<file path="src/lptg_pkg.sv">
`timescale 1ns / 1ps
// lptg_pkg: sizes, register indexes, transaction types and the quarter-wave sine table
// shared by the front, queue, back and top modules; depends on nothing else
package lptg_pkg;

    localparam int MAX_COLS       = 256;
    localparam int MAX_ROWS       = 256;
    localparam int TRIG_FRAC_BITS = 16;

    localparam int QSIN_W  = TRIG_FRAC_BITS + 1;
    localparam int TRIG_W  = TRIG_FRAC_BITS + 2;
    localparam int PROD_W  = TRIG_FRAC_BITS + 14;
    localparam int MAG_W   = PROD_W - TRIG_FRAC_BITS;
    localparam int CELLS   = MAX_COLS * MAX_ROWS;
    localparam int ADDR_W  = $clog2(CELLS);
    localparam int QUARTER = 91;

    localparam int QDEPTH = 4;
    localparam int QPTR_W = $clog2(QDEPTH);
    localparam int QCNT_W = QPTR_W + 1;

    localparam int DIST_W  = 12;
    localparam int ANGLE_W = 9;
    localparam int POS_W   = 8;
    localparam int SIZE_W  = 9;

    localparam int CFG_IDX_W  = 2;
    localparam int CFG_DATA_W = 9;

    localparam logic [CFG_IDX_W-1:0] REG_ROBOT_X     = 2'd0;
    localparam logic [CFG_IDX_W-1:0] REG_ROBOT_Y     = 2'd1;
    localparam logic [CFG_IDX_W-1:0] REG_GRID_WIDTH  = 2'd2;
    localparam logic [CFG_IDX_W-1:0] REG_GRID_HEIGHT = 2'd3;

    localparam logic [SIZE_W-1:0] GRID_SIZE_RESET = 9'd256;

    localparam logic [ANGLE_W-1:0] DEG_90  = 9'd90;
    localparam logic [ANGLE_W-1:0] DEG_180 = 9'd180;
    localparam logic [ANGLE_W-1:0] DEG_270 = 9'd270;
    localparam logic [ANGLE_W-1:0] DEG_360 = 9'd360;

    localparam logic [63:0] PI_Q30 = 64'd3373259426;
    localparam logic [63:0] TAYLOR_DIV [1:9] = '{
        64'd6, 64'd20, 64'd42, 64'd72, 64'd110, 64'd156, 64'd210, 64'd272, 64'd342
    };

    typedef struct packed {
        logic [POS_W-1:0]  robot_x;
        logic [POS_W-1:0]  robot_y;
        logic [SIZE_W-1:0] grid_width;
        logic [SIZE_W-1:0] grid_height;
    } lptg_cfg_t;

    typedef struct packed {
        logic       neg;
        logic [6:0] idx;
    } lptg_trig_ref_t;

    typedef struct packed {
        logic [POS_W-1:0]  cell_x;
        logic [POS_W-1:0]  cell_y;
        logic              in_grid;
        logic [ADDR_W-1:0] addr;
    } lptg_entry_t;

    typedef struct packed {
        logic full;
        logic empty;
    } lptg_qstat_t;

    // sine in Q2.30 by Taylor series, rounded half up to the table precision
    function automatic logic [QSIN_W-1:0] qsin_calc(input int d);
        logic [63:0] x;
        logic [63:0] x2;
        logic [63:0] term;
        logic [63:0] sum;
        x    = (64'(d) * PI_Q30 + 64'd90) / 64'd180;
        x2   = (x * x) >> 30;
        term = x;
        sum  = x;
        for (int k = 1; k <= 9; k++)
        begin
            term = ((term * x2) >> 30) / TAYLOR_DIV[k];
            if (k[0])
                sum = sum - term;
            else
                sum = sum + term;
        end
        sum = (sum + (64'd1 << (29 - TRIG_FRAC_BITS))) >> (30 - TRIG_FRAC_BITS);
        return sum[QSIN_W-1:0];
    endfunction

    function automatic logic [QUARTER*QSIN_W-1:0] build_qsin_tab();
        logic [QUARTER*QSIN_W-1:0] t;
        t = '0;
        for (int d = 0; d < QUARTER; d++)
        begin
            t[d*QSIN_W +: QSIN_W] = qsin_calc(d);
        end
        return t;
    endfunction

    localparam logic [QUARTER*QSIN_W-1:0] QSIN_TAB = build_qsin_tab();

    function automatic logic [QSIN_W-1:0] qsin_lookup(input logic [6:0] idx);
        return QSIN_TAB[idx*QSIN_W +: QSIN_W];
    endfunction

    // quadrant fold of an angle in 0..359 onto the quarter table
    function automatic lptg_trig_ref_t trig_select(input logic [ANGLE_W-1:0] d);
        lptg_trig_ref_t r;
        if (d < DEG_90)
        begin
            r.neg = 1'b0;
            r.idx = d[6:0];
        end
        else if (d < DEG_180)
        begin
            r.neg = 1'b0;
            r.idx = 7'(DEG_180 - d);
        end
        else if (d < DEG_270)
        begin
            r.neg = 1'b1;
            r.idx = 7'(d - DEG_180);
        end
        else
        begin
            r.neg = 1'b1;
            r.idx = 7'(DEG_360 - d);
        end
        return r;
    endfunction

endpackage

</file>
<file path="src/lptg_queue.sv">
`timescale 1ns / 1ps
// lptg_queue: short fifo of classified points between front and back
// depends on lptg_pkg
module lptg_queue
    import lptg_pkg::*;
(
    input  logic        clk,
    input  logic        rst_n,
    input  logic        push,
    input  lptg_entry_t push_entry,
    input  logic        pop,
    output lptg_entry_t head,
    output lptg_qstat_t stat
);

    lptg_entry_t       slots [QDEPTH];
    logic [QPTR_W-1:0] wr_ptr_reg;
    logic [QPTR_W-1:0] rd_ptr_reg;
    logic [QCNT_W-1:0] count_reg;
    logic [QCNT_W-1:0] count_next;

    assign head       = slots[rd_ptr_reg];
    assign stat.full  = (count_reg == QCNT_W'(QDEPTH));
    assign stat.empty = (count_reg == '0);

    always_comb
    begin
        count_next = count_reg;
        if (push && !pop)
            count_next = count_reg + 1'b1;
        else if (pop && !push)
            count_next = count_reg - 1'b1;
    end

    always_ff @(posedge clk or negedge rst_n)
    begin
        if (!rst_n)
        begin
            wr_ptr_reg <= '0;
            rd_ptr_reg <= '0;
            count_reg  <= '0;
        end
        else
        begin
            if (push)
                wr_ptr_reg <= wr_ptr_reg + 1'b1;
            if (pop)
                rd_ptr_reg <= rd_ptr_reg + 1'b1;
            count_reg <= count_next;
        end
    end

    always_ff @(posedge clk)
    begin
        if (push)
            slots[wr_ptr_reg] <= push_entry;
    end

endmodule

</file>
<file path="config.mk">
export PLATFORM = sky130hd
export DESIGN_NAME = lptg_queue
export DESIGN_NICKNAME = d
export VERILOG_FILES = /design/src/lptg_pkg.sv /design/src/lptg_queue.sv
export SDC_FILE = /design/constraint.sdc
export NUM_CORES = 1
export LEC_CHECK = 0
export BUFFER_PORTS_ARGS = -buffer_cell sky130_fd_sc_hd__buf_2
export CAP_MARGIN = 20
export CORE_ASPECT_RATIO = 1.4
export CORE_MARGIN = 5
export CORE_UTILIZATION = 56
export DETAILED_ROUTE_END_ITERATION = 6
export PLACE_DENSITY = 0.78
export SLEW_MARGIN = 20
export SYNTH_ARGS = -nofsm -noshare
export SYNTH_HDL_FRONTEND = slang
export SYNTH_SLANG_ARGS = --single-unit
</file>
<file path="constraint.sdc">
create_clock -name clk -period 2.4 [get_ports clk]
set_input_delay 0.48 -clock clk [delete_from_list [all_inputs] [get_ports clk]]
set_output_delay 0.48 -clock clk [all_outputs]
set_load 0.02 [all_outputs]
</file>
==> flow_metrics.tcl <==
set metrics [dict create \
    rows 41 \
    ys_types 19 \
    drt-total-wl_um 8700 \
    grt-ovfl-total 0 \
    total_leakage_power_nw 2.26 \
    start_kind "register" \
    yosysWarnings 0 \
    cts.path.max_buffers 2 \
    hpwl_um 5420 \
    fp.dieW_um 91.5 \
    final_antenna_net_count 0 \
    rsz0062_at_grt "false" \
    antenna_cells 0 \
    core_area_um2 9080 \
    numCtsBuffers 17 \
    wire_per_inst_um 20.9 \
    dieArea_um2 11400 \
    avgSynthCellArea_um2 25.2 \
    synth_edf_count 132 \
    ys_seq_elements 139 \
    area_delta_synth_final_pct 21.2 \
    period_minus_slack_ns 2.29 \
    path_cells "buf_12 > mux4_1 > buf_2" \
    clkLatencyLatePin_ns 0.41 \
    vias 2333 \
    rr_endpoint "slots[2][24]$_DFFE_PP_" \
    powerDensity_nw_per_um2 1300 \
    crit_fanout 18 \
    syn_inst 207 \
    ir_drop_mv 0.718 \
    worst-setup-path-type "reg -> out" \
    grt_usage_pct 16.7 \
    drtIter0Drc 103 \
    crit_arrival_ns 1.81 \
    io_pins 72 \
    fin_nets 340 \
    reg2reg_from "wr_ptr_reg[0]$_DFFE_PN0P_" \
    path_clk_slew_ns 0.05 \
    drt_pass1_iterations 4 \
    period_share_pct 95.4 \
    skew_ns 0.00946 \
    slew_headroom_pct 66.1 \
    tns_ns 0 \
    r2r_slack_ns 0.74 \
    layout.cells.most_common "edfxtp_1" \
    postCtsSetupBuffers 0 \
    finalMaxSlewViolations 0 \
    slowest_delay_ns 0.59 \
    fmax_mhz 437 \
    cts_tree "yes" \
    hp-start "pop" \
    largest_reg_flops 132 \
    grt_pass1_vias 2514 \
    cts-root-buf "clkbuf_16" \
    synth_fp_nets 250 \
    async_reset_ff_share_pct 5.04 \
    holdPathStages 2 \
    rr_worst_depth 4 \
    cts_max_level 4 \
    drc 0 \
    synth-seq-area-share_pct 79.5 \
    final_cell_mix "edfxtp_1, buf_2, mux4_2" \
    finalHoldViolCount 0 \
    worst_pin_slew_ns 0.508 \
    grt_pass1_wl_um 13400 \
    critPathBufInv 2 \
    cts_resized 0 \
    setup_viol_count_final 0 \
    cp-end-kind "output port" \
    viasPerCell 5.59 \
    whs_ns 0.279 \
    cp.required_ns 1.92 \
    hp-class "in -> reg" \
    drive_gt1_share_pct 43.9 \
    start_util_pct 57.4 \
    outcome "finished clean" \
    min_to "rd_ptr_reg[0]$_DFFE_PN0P_" \
    worst_path_max_delay_cell "mux4_1" \
    antenna_found_initial 1 \
    gp_congestion 0.657 \
    syn_area_um2 5210 \
    grt_max_degree 36 \
    die_h_um 124 \
    ys.flop_type "edfxtp_1" \
    clkSinkCount 139 \
    drv_cap 0 \
    cp_top_family "multiplexers" \
    io_buffers 71 \
]
synthesized netlist by cell type (2+ instances only):
library cell	instances	area, µm²
edfxtp_1	132	3960
mux4_2	28	631
dfrtp_1	7	175
ha_1	5	62.6
mux4_1	5	131
and2_1	4	25.0
buf_2	4	20.0
inv_1	4	15.0
xor2_1	4	35.0
buf_12	3	60.1
nand2_1	2	7.51
xnor2_1	2	17.5
per-stage QoR:
| stage | worst slack (ns) | utilization (%) | instances | cell area, µm² | power (mW) |
|---|---|---|---|---|---|
| detailed placement | 0.464 | 63.1 | 383 | 5730 | 5.89 |
| global route | 0.0477 | 69.5 | 417 | 6310 | 8.59 |
| CTS | 0.0208 | 69.2 | 416 | 6290 | 8.27 |
| global placement | 0.463 | 63.1 | 383 | 5730 | 5.82 |
| floorplan | 0.574 | - | 207 | 5210 | 5.15 |
| finish | 0.110 | 69.5 | 417 | 6310 | 8.21 |
where the power goes:
group	internal, mW	switching [mW]
sequential	3.19	0.153
combinational	1.09	1.39
clock	1.51	0.869
logic make-up after synthesis:
family | Yosys count | synth area share, %
AO/OA/AOI/OAI | 1 | 0.0960
XOR/XNOR | 6 | 1.01
adder cells (fa/ha/maj) | 6 | 1.59
buffers and inverters | 12 | 2.04
flip-flops | 139 | 79.5
multiplexers | 34 | 14.8
AND/OR/NAND/NOR | 9 | 0.937
area by class of cell:
| class | count | area [µm²] |
|---|---|---|
| inverter | 4 | 15.0 |
| multi-input combinational | 56 | 967 |
| fill | 559 | 2770 |
| tap | 107 | 134 |
| clock inverter | 10 | 100 |
| clock buffer | 22 | 444 |
| sequential | 139 | 4140 |
| timing repair buffer | 79 | 510 |
metal layers:
layer	global-route usage [%]	up-vias	part of all wire, %
met2	28.6	74	54
met4	6.79	2	1.8
li1	-	1054	-
met5	0	-	0.080
met1	18.6	1190	38
met3	6.71	13	5.5
worst max-delay path by stage:
stage,from,endpoint,depth (start not counted),slack [ns]
3_5_place_dp,rd_ptr_reg[0]$_DFFE_PN0P_,head[32],3,0.46
2_1_floorplan,wr_ptr_reg[0]$_DFFE_PN0P_,slots[2][0]$_DFFE_PP_,3,0.57
4_1_cts,rd_ptr_reg[0]$_DFFE_PN0P_,head[29],3,0.02
6_report,rd_ptr_reg[0]$_DFFE_PN0P_,head[29],3,0.11
5_1_grt,rd_ptr_reg[0]$_DFFE_PN0P_,head[30],3,0.05
3_3_place_gp,rd_ptr_reg[0]$_DFFE_PN0P_,head[32],3,0.46
timing repair:
item,CTS,global route
endpoints found under the setup margin,0,3
endpoints found under the hold margin,7,0
hold buffers,1,0
No activity file was read; power rests on OpenSTA's default activity.
