## src/lptg_pkg.sv

```systemverilog
`timescale 1ns / 1ps
// lptg_pkg: sizes, register indexes, transaction types and the quarter-wave sine table
// shared by the front, queue, back and top modules; depends on nothing else
package lptg_pkg;

    localparam int MAX_COLS       = 256;
    localparam int MAX_ROWS       = 256;
    localparam int TRIG_FRAC_BITS = 16;

    localparam int QSIN_W  = TRIG_FRAC_BITS + 1;
    localparam int TRIG_W  = TRIG_FRAC_BITS + 2;
    localparam int PROD_W  = TRIG_FRAC_BITS + 14;
    localparam int MAG_W   = PROD_W - TRIG_FRAC_BITS;
    localparam int CELLS   = MAX_COLS * MAX_ROWS;
    localparam int ADDR_W  = $clog2(CELLS);
    localparam int QUARTER = 91;

    localparam int QDEPTH = 4;
    localparam int QPTR_W = $clog2(QDEPTH);
    localparam int QCNT_W = QPTR_W + 1;

    localparam int DIST_W  = 12;
    localparam int ANGLE_W = 9;
    localparam int POS_W   = 8;
    localparam int SIZE_W  = 9;

    localparam int CFG_IDX_W  = 2;
    localparam int CFG_DATA_W = 9;

    localparam logic [CFG_IDX_W-1:0] REG_ROBOT_X     = 2'd0;
    localparam logic [CFG_IDX_W-1:0] REG_ROBOT_Y     = 2'd1;
    localparam logic [CFG_IDX_W-1:0] REG_GRID_WIDTH  = 2'd2;
    localparam logic [CFG_IDX_W-1:0] REG_GRID_HEIGHT = 2'd3;

    localparam logic [SIZE_W-1:0] GRID_SIZE_RESET = 9'd256;

    localparam logic [ANGLE_W-1:0] DEG_90  = 9'd90;
    localparam logic [ANGLE_W-1:0] DEG_180 = 9'd180;
    localparam logic [ANGLE_W-1:0] DEG_270 = 9'd270;
    localparam logic [ANGLE_W-1:0] DEG_360 = 9'd360;

    localparam logic [63:0] PI_Q30 = 64'd3373259426;
    localparam logic [63:0] TAYLOR_DIV [1:9] = '{
        64'd6, 64'd20, 64'd42, 64'd72, 64'd110, 64'd156, 64'd210, 64'd272, 64'd342
    };

    typedef struct packed {
        logic [POS_W-1:0]  robot_x;
        logic [POS_W-1:0]  robot_y;
        logic [SIZE_W-1:0] grid_width;
        logic [SIZE_W-1:0] grid_height;
    } lptg_cfg_t;

    typedef struct packed {
        logic       neg;
        logic [6:0] idx;
    } lptg_trig_ref_t;

    typedef struct packed {
        logic [POS_W-1:0]  cell_x;
        logic [POS_W-1:0]  cell_y;
        logic              in_grid;
        logic [ADDR_W-1:0] addr;
    } lptg_entry_t;

    typedef struct packed {
        logic full;
        logic empty;
    } lptg_qstat_t;

    // sine in Q2.30 by Taylor series, rounded half up to the table precision
    function automatic logic [QSIN_W-1:0] qsin_calc(input int d);
        logic [63:0] x;
        logic [63:0] x2;
        logic [63:0] term;
        logic [63:0] sum;
        x    = (64'(d) * PI_Q30 + 64'd90) / 64'd180;
        x2   = (x * x) >> 30;
        term = x;
        sum  = x;
        for (int k = 1; k <= 9; k++)
        begin
            term = ((term * x2) >> 30) / TAYLOR_DIV[k];
            if (k[0])
                sum = sum - term;
            else
                sum = sum + term;
        end
        sum = (sum + (64'd1 << (29 - TRIG_FRAC_BITS))) >> (30 - TRIG_FRAC_BITS);
        return sum[QSIN_W-1:0];
    endfunction

    function automatic logic [QUARTER*QSIN_W-1:0] build_qsin_tab();
        logic [QUARTER*QSIN_W-1:0] t;
        t = '0;
        for (int d = 0; d < QUARTER; d++)
        begin
            t[d*QSIN_W +: QSIN_W] = qsin_calc(d);
        end
        return t;
    endfunction

    localparam logic [QUARTER*QSIN_W-1:0] QSIN_TAB = build_qsin_tab();

    function automatic logic [QSIN_W-1:0] qsin_lookup(input logic [6:0] idx);
        return QSIN_TAB[idx*QSIN_W +: QSIN_W];
    endfunction

    // quadrant fold of an angle in 0..359 onto the quarter table
    function automatic lptg_trig_ref_t trig_select(input logic [ANGLE_W-1:0] d);
        lptg_trig_ref_t r;
        if (d < DEG_90)
        begin
            r.neg = 1'b0;
            r.idx = d[6:0];
        end
        else if (d < DEG_180)
        begin
            r.neg = 1'b0;
            r.idx = 7'(DEG_180 - d);
        end
        else if (d < DEG_270)
        begin
            r.neg = 1'b1;
            r.idx = 7'(d - DEG_180);
        end
        else
        begin
            r.neg = 1'b1;
            r.idx = 7'(DEG_360 - d);
        end
        return r;
    endfunction

endpackage

```

## src/lptg_front.sv

```systemverilog
`timescale 1ns / 1ps
// lptg_front: accepts readings, looks up cos/sin, forms and classifies the grid point
// depends on lptg_pkg; feeds lptg_queue
module lptg_front
    import lptg_pkg::*;
(
    input  logic                clk,
    input  logic                rst_n,
    input  lptg_cfg_t           cfg,
    input  logic                clr_busy,
    input  logic                q_full,
    input  logic                reading_valid,
    output logic                reading_stall,
    input  logic [DIST_W-1:0]   distance,
    input  logic [ANGLE_W-1:0]  angle_deg,
    output logic                push,
    output lptg_entry_t         push_entry
);

    logic adv;
    logic accept;

    logic s1_valid_reg;
    logic s2_valid_reg;
    logic s3_valid_reg;
    logic s4_valid_reg;

    logic [ANGLE_W-1:0] a_red;
    logic [ANGLE_W:0]   a_sum;
    logic [ANGLE_W-1:0] a_cos;

    logic [DIST_W-1:0] s1_dist_reg;
    lptg_trig_ref_t    s1_cos_reg;
    lptg_trig_ref_t    s1_sin_reg;

    logic signed [TRIG_W-1:0] cos_mag;
    logic signed [TRIG_W-1:0] sin_mag;
    logic signed [TRIG_W-1:0] s2_cos_next;
    logic signed [TRIG_W-1:0] s2_sin_next;
    logic signed [TRIG_W-1:0] s2_cos_reg;
    logic signed [TRIG_W-1:0] s2_sin_reg;
    logic [DIST_W-1:0]        s2_dist_reg;

    logic signed [PROD_W-1:0] s3_px_next;
    logic signed [PROD_W-1:0] s3_py_next;
    logic signed [PROD_W-1:0] s3_px_reg;
    logic signed [PROD_W-1:0] s3_py_reg;

    logic [PROD_W-1:0] abs_x;
    logic [PROD_W-1:0] abs_y;
    logic [MAG_W-1:0]  s4_mx_reg;
    logic [MAG_W-1:0]  s4_my_reg;
    logic              s4_nx_reg;
    logic              s4_ny_reg;

    logic neg_x;
    logic neg_y;
    logic ok_x;
    logic ok_y;
    logic in_grid;

    assign adv           = !(s4_valid_reg && q_full);
    assign reading_stall = !adv || clr_busy;
    assign accept        = reading_valid && !reading_stall;

    always_comb
    begin
        a_red = (angle_deg >= DEG_360) ? ANGLE_W'(angle_deg - DEG_360) : angle_deg;
        a_sum = {1'b0, a_red} + {1'b0, DEG_90};
        a_cos = (a_sum >= {1'b0, DEG_360}) ? ANGLE_W'(a_sum - {1'b0, DEG_360})
                                           : a_sum[ANGLE_W-1:0];
    end

    always_comb
    begin
        cos_mag     = $signed(TRIG_W'(qsin_lookup(s1_cos_reg.idx)));
        sin_mag     = $signed(TRIG_W'(qsin_lookup(s1_sin_reg.idx)));
        s2_cos_next = s1_cos_reg.neg ? -cos_mag : cos_mag;
        s2_sin_next = s1_sin_reg.neg ? -sin_mag : sin_mag;
    end

    always_comb
    begin
        s3_px_next = $signed(PROD_W'({cfg.robot_x, {TRIG_FRAC_BITS{1'b0}}}))
                   + PROD_W'($signed({1'b0, s2_dist_reg})) * PROD_W'(s2_cos_reg);
        s3_py_next = $signed(PROD_W'({cfg.robot_y, {TRIG_FRAC_BITS{1'b0}}}))
                   + PROD_W'($signed({1'b0, s2_dist_reg})) * PROD_W'(s2_sin_reg);
    end

    // truncation toward zero: work on the magnitude
    always_comb
    begin
        abs_x = s3_px_reg[PROD_W-1] ? PROD_W'(-s3_px_reg) : PROD_W'(s3_px_reg);
        abs_y = s3_py_reg[PROD_W-1] ? PROD_W'(-s3_py_reg) : PROD_W'(s3_py_reg);
    end

    always_comb
    begin
        neg_x   = s4_nx_reg && (s4_mx_reg != '0);
        neg_y   = s4_ny_reg && (s4_my_reg != '0);
        ok_x    = !neg_x && (s4_mx_reg < MAG_W'(cfg.grid_width))
                         && (s4_mx_reg < MAG_W'(MAX_COLS));
        ok_y    = !neg_y && (s4_my_reg < MAG_W'(cfg.grid_height))
                         && (s4_my_reg < MAG_W'(MAX_ROWS));
        in_grid = ok_x && ok_y;

        push_entry.in_grid = in_grid;
        push_entry.cell_x  = in_grid ? s4_mx_reg[POS_W-1:0] : '0;
        push_entry.cell_y  = in_grid ? s4_my_reg[POS_W-1:0] : '0;
        push_entry.addr    = in_grid ? ADDR_W'(32'(s4_my_reg) * MAX_COLS + 32'(s4_mx_reg))
                                     : '0;
    end

    assign push = s4_valid_reg && !q_full;

    always_ff @(posedge clk or negedge rst_n)
    begin
        if (!rst_n)
        begin
            s1_valid_reg <= 1'b0;
            s2_valid_reg <= 1'b0;
            s3_valid_reg <= 1'b0;
            s4_valid_reg <= 1'b0;
        end
        else if (adv)
        begin
            s1_valid_reg <= accept;
            s2_valid_reg <= s1_valid_reg;
            s3_valid_reg <= s2_valid_reg;
            s4_valid_reg <= s3_valid_reg;
        end
    end

    always_ff @(posedge clk)
    begin
        if (adv)
        begin
            s1_dist_reg <= distance;
            s1_cos_reg  <= trig_select(a_cos);
            s1_sin_reg  <= trig_select(a_red);
            s2_dist_reg <= s1_dist_reg;
            s2_cos_reg  <= s2_cos_next;
            s2_sin_reg  <= s2_sin_next;
            s3_px_reg   <= s3_px_next;
            s3_py_reg   <= s3_py_next;
            s4_mx_reg   <= abs_x[PROD_W-1:TRIG_FRAC_BITS];
            s4_my_reg   <= abs_y[PROD_W-1:TRIG_FRAC_BITS];
            s4_nx_reg   <= s3_px_reg[PROD_W-1];
            s4_ny_reg   <= s3_py_reg[PROD_W-1];
        end
    end

endmodule

```

## config.mk

```make
export PLATFORM = sky130hd
export DESIGN_NAME = lptg_front
export DESIGN_NICKNAME = d
export VERILOG_FILES = /design/src/lptg_pkg.sv /design/src/lptg_front.sv
export SDC_FILE = /design/constraint.sdc
export NUM_CORES = 2
export LEC_CHECK = 0
export ABC_AREA = 1
export BUFFER_PORTS_ARGS = -buffer_cell sky130_fd_sc_hd__buf_4
export CORE_ASPECT_RATIO = 0.75
export CORE_UTILIZATION = 42
export DETAILED_ROUTE_END_ITERATION = 10
export SETUP_SLACK_MARGIN = 0.15
export SLEW_MARGIN = 25
export SYNTH_ARGS = -nofsm -noshare
export SYNTH_HDL_FRONTEND = slang
export SYNTH_SLANG_ARGS = --single-unit
```

## constraint.sdc

```tcl
create_clock -name clk -period 16.7 [get_ports clk]
set_input_delay 0 -clock clk [delete_from_list [all_inputs] [get_ports clk]]
set_output_delay 0 -clock clk [all_outputs]
set_load 0.005 [all_outputs]
```

==> impl_table.tex <==
\begin{tabular}{lr}
\hline
Metric & Value \\
\hline
\multicolumn{2}{l}{\textbf{Floorplan}} \\
\quad Effective utilization at floorplan & 42.5\% \\
\quad Area enclosed by the die boundary & 70,400 µm² \\
\quad Core region area & 68,500 µm² \\
\quad Vertical die dimension & 230 µm \\
\quad Count of pins on the block boundary & 95 \\
\quad Number of core rows & 83 \\
\quad Horizontal die dimension & 306 µm \\
\multicolumn{2}{l}{\textbf{Logic synthesis}} \\
\quad Average cell area after synthesis & 8.10 µm² \\
\quad Sequential area share after synthesis & 17.4\% \\
\quad EDFF count, synth & 165 \\
\quad Fraction of synthesis flops using an asynchronous set or reset pin & 2.37\% \\
\quad Dominant register cell in the synthesized netlist & sky130\_fd\_sc\_hd\_\_edfxtp\_1 \\
\quad Synthesis warning total & 0 \\
\quad Total nets after synthesis & 4,337 \\
\quad Number of distinct library cell variants in the gate-level netlist after synthesis & 68 \\
\quad Synthesized instance count & 3,596 \\
\quad Number of synthesized register bits & 169 \\
\quad Post-Syn Area & 29,100 µm² \\
\multicolumn{2}{l}{\textbf{Timing}} \\
\quad Portion of the clock cycle consumed by the worst path in the final layout & 40.9\% \\
\quad Final critical-path required period & 6820 ps \\
\quad Worst relative slew slack & 37.2\% \\
\quad Final Hold Violating Endpoints & 0 \\
\quad Worst hold slack & 90.6 ps \\
\quad Final Max Tran Viols & 0 \\
\quad Accumulated negative setup slack & 0 ps \\
\quad Highest Clock Rate & 147 MHz \\
\quad Measured slew at the worst slew-check pin & 941 ps \\
\quad Post-route clock skew & 30.4 ps \\
\quad Setup repair after global routing missed its margin & false \\
\quad Final setup violation count & 0 \\
\multicolumn{2}{l}{\textbf{Place}} \\
\quad Number of buffers added on ports & 94 \\
\quad Final weighted congestion in routability-driven placement & 0.967 \\
\quad Post-DP Area & 30,600 µm² \\
\quad Half-perimeter wire length after placement & 59,200 µm \\
\multicolumn{2}{l}{\textbf{Route}} \\
\quad Post-DRT Antenna Nets & 0 \\
\quad Detailed router's first-iteration violation count & 1,753 \\
\quad Via count normalized by instance count & 5.04 \\
\quad Routed length on met2 & 31,500 µm \\
\quad Routed wire length & 75,500 µm \\
\quad Uppermost layer routed & met4 \\
\quad Total iterations of the first detailed-routing run & 6 \\
\quad Met1 Routed Length & 37,400 µm \\
\quad Number of remaining DRC errors & 0 \\
\quad Amount of wire on met3 after detailed routing & 5400 µm \\
\quad WL/cell & 16.7 µm \\
\quad Via count & 22,800 \\
\multicolumn{2}{l}{\textbf{GRT}} \\
\quad GRT Total Usage & 22.4\% \\
\quad Wire length of the first global-routing pass & 124,000 µm \\
\quad Via count of the first global-routing pass & 23,000 \\
\quad Global route overflow & 0 \\
\quad Largest net degree at the start of global routing & 69 \\
\quad Number of antenna violations at the first check in global routing & 0 \\
\multicolumn{2}{l}{\textbf{Cells and area}} \\
\quad Synth-to-Final Area Change & 7.86\% \\
\quad Inserted Diodes & 0 \\
\quad Post-Layout Inst Area & 31,400 µm² \\
\quad Fraction of final layout cells with drive strength greater than 1 & 5.78\% \\
\quad Layout net count & 4,359 \\
\multicolumn{2}{l}{\textbf{Clocking}} \\
\quad Worst skew pair latency & 500 ps \\
\quad Number of sinks on the clock net & 169 \\
\quad Clock buffer count from CTS & 17 \\
\quad Buffer depth of the longest clock path & 2 \\
\quad Root Driver & sky130\_fd\_sc\_hd\_\_clkbuf\_16 \\
\quad H-tree depth reported by CTS & 4 \\
\quad Clk pin slew, worst setup/hold paths & 90 ps \\
\quad CTS tree & yes \\
\multicolumn{2}{l}{\textbf{Outcome}} \\
\quad Outcome & finished, final reports clean \\
\multicolumn{2}{l}{\textbf{Setup path}} \\
\quad Data required time of the worst path & 16,930 ps \\
\quad Arrival time at the worst endpoint & 7060 ps \\
\quad Largest fanout of any net on the critical path & 36 \\
\quad Critical Path End Type & flop \\
\quad Nature of the critical path startpoint & flop \\
\quad Crit path kind & flop to flop \\
\multicolumn{2}{l}{\textbf{Worst hold path}} \\
\quad Type of the worst min-delay path & input port to flop \\
\multicolumn{2}{l}{\textbf{Job}} \\
\quad Max Cap Viol & 0 \\
\hline
\end{tabular}
cells in the mapped netlist (7+ instances only):
| master | count | area share, % |
|---|---|---|
| sky130_fd_sc_hd__a31oi_1 | 11 | 0.24 |
| sky130_fd_sc_hd__ha_1 | 268 | 12 |
| sky130_fd_sc_hd__a21boi_0 | 8 | 0.21 |
| sky130_fd_sc_hd__nand2_1 | 765 | 9.9 |
| sky130_fd_sc_hd__nor3_1 | 22 | 0.38 |
| sky130_fd_sc_hd__nor4_1 | 12 | 0.26 |
| sky130_fd_sc_hd__edfxtp_1 | 165 | 17 |
| sky130_fd_sc_hd__inv_1 | 905 | 12 |
| sky130_fd_sc_hd__buf_2 | 11 | 0.19 |
| sky130_fd_sc_hd__buf_1 | 7 | 0.090 |
| sky130_fd_sc_hd__o311ai_0 | 13 | 0.39 |
| sky130_fd_sc_hd__fa_1 | 413 | 28 |
| sky130_fd_sc_hd__nand4_1 | 15 | 0.32 |
| sky130_fd_sc_hd__xor2_1 | 83 | 2.5 |
| sky130_fd_sc_hd__nand2_4 | 8 | 0.31 |
| sky130_fd_sc_hd__o31ai_1 | 22 | 0.57 |
| sky130_fd_sc_hd__o21ai_1 | 12 | 0.21 |
| sky130_fd_sc_hd__nand2_2 | 21 | 0.45 |
| sky130_fd_sc_hd__o211ai_1 | 22 | 0.57 |
| sky130_fd_sc_hd__buf_4 | 10 | 0.26 |
| sky130_fd_sc_hd__a21oi_1 | 126 | 2.2 |
| sky130_fd_sc_hd__o2111ai_1 | 10 | 0.30 |
| sky130_fd_sc_hd__clkbuf_1 | 110 | 1.4 |
| sky130_fd_sc_hd__o22ai_1 | 8 | 0.17 |
| sky130_fd_sc_hd__nor2_1 | 190 | 2.4 |
| sky130_fd_sc_hd__xnor2_1 | 49 | 1.5 |
| sky130_fd_sc_hd__nand3_1 | 93 | 1.6 |
| sky130_fd_sc_hd__o21ai_0 | 126 | 2.2 |
critical path: stages, from the launching register on:
cell	delay (ps)
sky130_fd_sc_hd__edfxtp_1	360
sky130_fd_sc_hd__buf_4	280
sky130_fd_sc_hd__nand2_1	130
sky130_fd_sc_hd__inv_1	60
sky130_fd_sc_hd__fa_1	540
sky130_fd_sc_hd__inv_1	50
sky130_fd_sc_hd__fa_1	470
sky130_fd_sc_hd__inv_1	50
sky130_fd_sc_hd__fa_1	510
sky130_fd_sc_hd__inv_1	60
sky130_fd_sc_hd__fa_1	530
sky130_fd_sc_hd__inv_1	50
sky130_fd_sc_hd__fa_1	430
sky130_fd_sc_hd__ha_1	290
sky130_fd_sc_hd__ha_1	350
sky130_fd_sc_hd__nand3b_1	90
sky130_fd_sc_hd__nand2_1	100
sky130_fd_sc_hd__nand2_1	60
sky130_fd_sc_hd__nand2_1	70
sky130_fd_sc_hd__a21oi_1	90
sky130_fd_sc_hd__o21ai_0	470
sky130_fd_sc_hd__a21oi_1	230
sky130_fd_sc_hd__o21ai_0	380
sky130_fd_sc_hd__a21oi_1	160
sky130_fd_sc_hd__o21ai_0	410
sky130_fd_sc_hd__a221oi_1	170
sky130_fd_sc_hd__xor2_1	170
cells in the final DEF (no fill, tap or decap), drive strengths merged, types with 3 or more instances in the layout:
| master | count |
|---|---|
| a21boi | 11 |
| a21oi | 128 |
| a22oi | 3 |
| a31oi | 11 |
| a32oi | 4 |
| a41oi | 5 |
| buf | 123 |
| clkbuf | 17 |
| clkinv | 6 |
| dfrtp | 4 |
| dlygate4sd3 | 18 |
| edfxtp | 165 |
| fa | 413 |
| ha | 268 |
| inv | 922 |
| nand2 | 794 |
| nand3 | 95 |
| nand3b | 4 |
| nand4 | 16 |
| nor2 | 198 |
| nor3 | 22 |
| nor3b | 3 |
| nor4 | 12 |
| o2111ai | 10 |
| o211ai | 22 |
| o21a | 3 |
| o21ai | 141 |
| o21bai | 5 |
| o221ai | 3 |
| o22ai | 8 |
| o311ai | 13 |
| o31ai | 22 |
| o32ai | 3 |
| or4 | 3 |
| xnor2 | 49 |
| xor2 | 83 |
per-stage QoR:
stage	worst slack [ps]	util (%)	cells
after floorplan	10530	-	3596
after global placement	10050	44.6	4473
after detailed placement	9910	44.6	4473
after CTS	9920	45.8	4523
after global routing	9460	45.8	4523
final	9880	45.8	4523
what timing repair did:
item,in CTS,in global routing
buffers inserted,0,0
resized for setup,0,0
hold endpoints to repair,18,0
hold buffers,18,0
routing by layer:
| layer | vias to the layer above | track usage [%] |
|---|---|---|
| met5 | - | 0 |
| met4 | 0 | 4.44 |
| met3 | 68 | 4.28 |
| met2 | 782 | 33.3 |
| met1 | 10900 | 33.6 |
| li1 | 11000 | - |
cell type report:
type                       count  area [µm²]
sequential                   169        5050
fill                        6760       37100
inverter                     913        3430
tap                          892        1120
timing repair buffer         141        1100
multi-input combinational   2376       20100
clock buffer                  17         425
clock inverter                15         204
final timing paths:
check                      slack (ps)                      from                        to  depth (start not counted)
min reg2reg                       420  s1_dist_reg[0]$_DFFE_PN_  s2_dist_reg[0]$_DFFE_PN_                          0
min in group asynchronous         410                     rst_n  s4_valid_reg$_DFFE_PN0N_                          3
max reg2reg                      9880  s2_dist_reg[1]$_DFFE_PN_   s3_py_reg[29]$_DFFE_PN_                         26
min                                90              angle_deg[4]   s1_sin_reg[4]$_DFFE_PN_                          4
max                              9880  s2_dist_reg[1]$_DFFE_PN_   s3_py_reg[29]$_DFFE_PN_                         26
max in group asynchronous       16120                     rst_n  s2_valid_reg$_DFFE_PN0N_                          3
logic make-up after synthesis:
| group | synth area share (%) |
|---|---|
| compound gates | 8.55 |
| xor+xnor | 3.97 |
| fa+ha+maj | 39.9 |
| buf+inv | 13.7 |
| flops | 17.4 |
| mux | 0.0387 |
| simple gates | 16.4 |
Power is not shown: default switching activity piles up to over one toggle a cycle in this logic, so the estimate is an artifact.
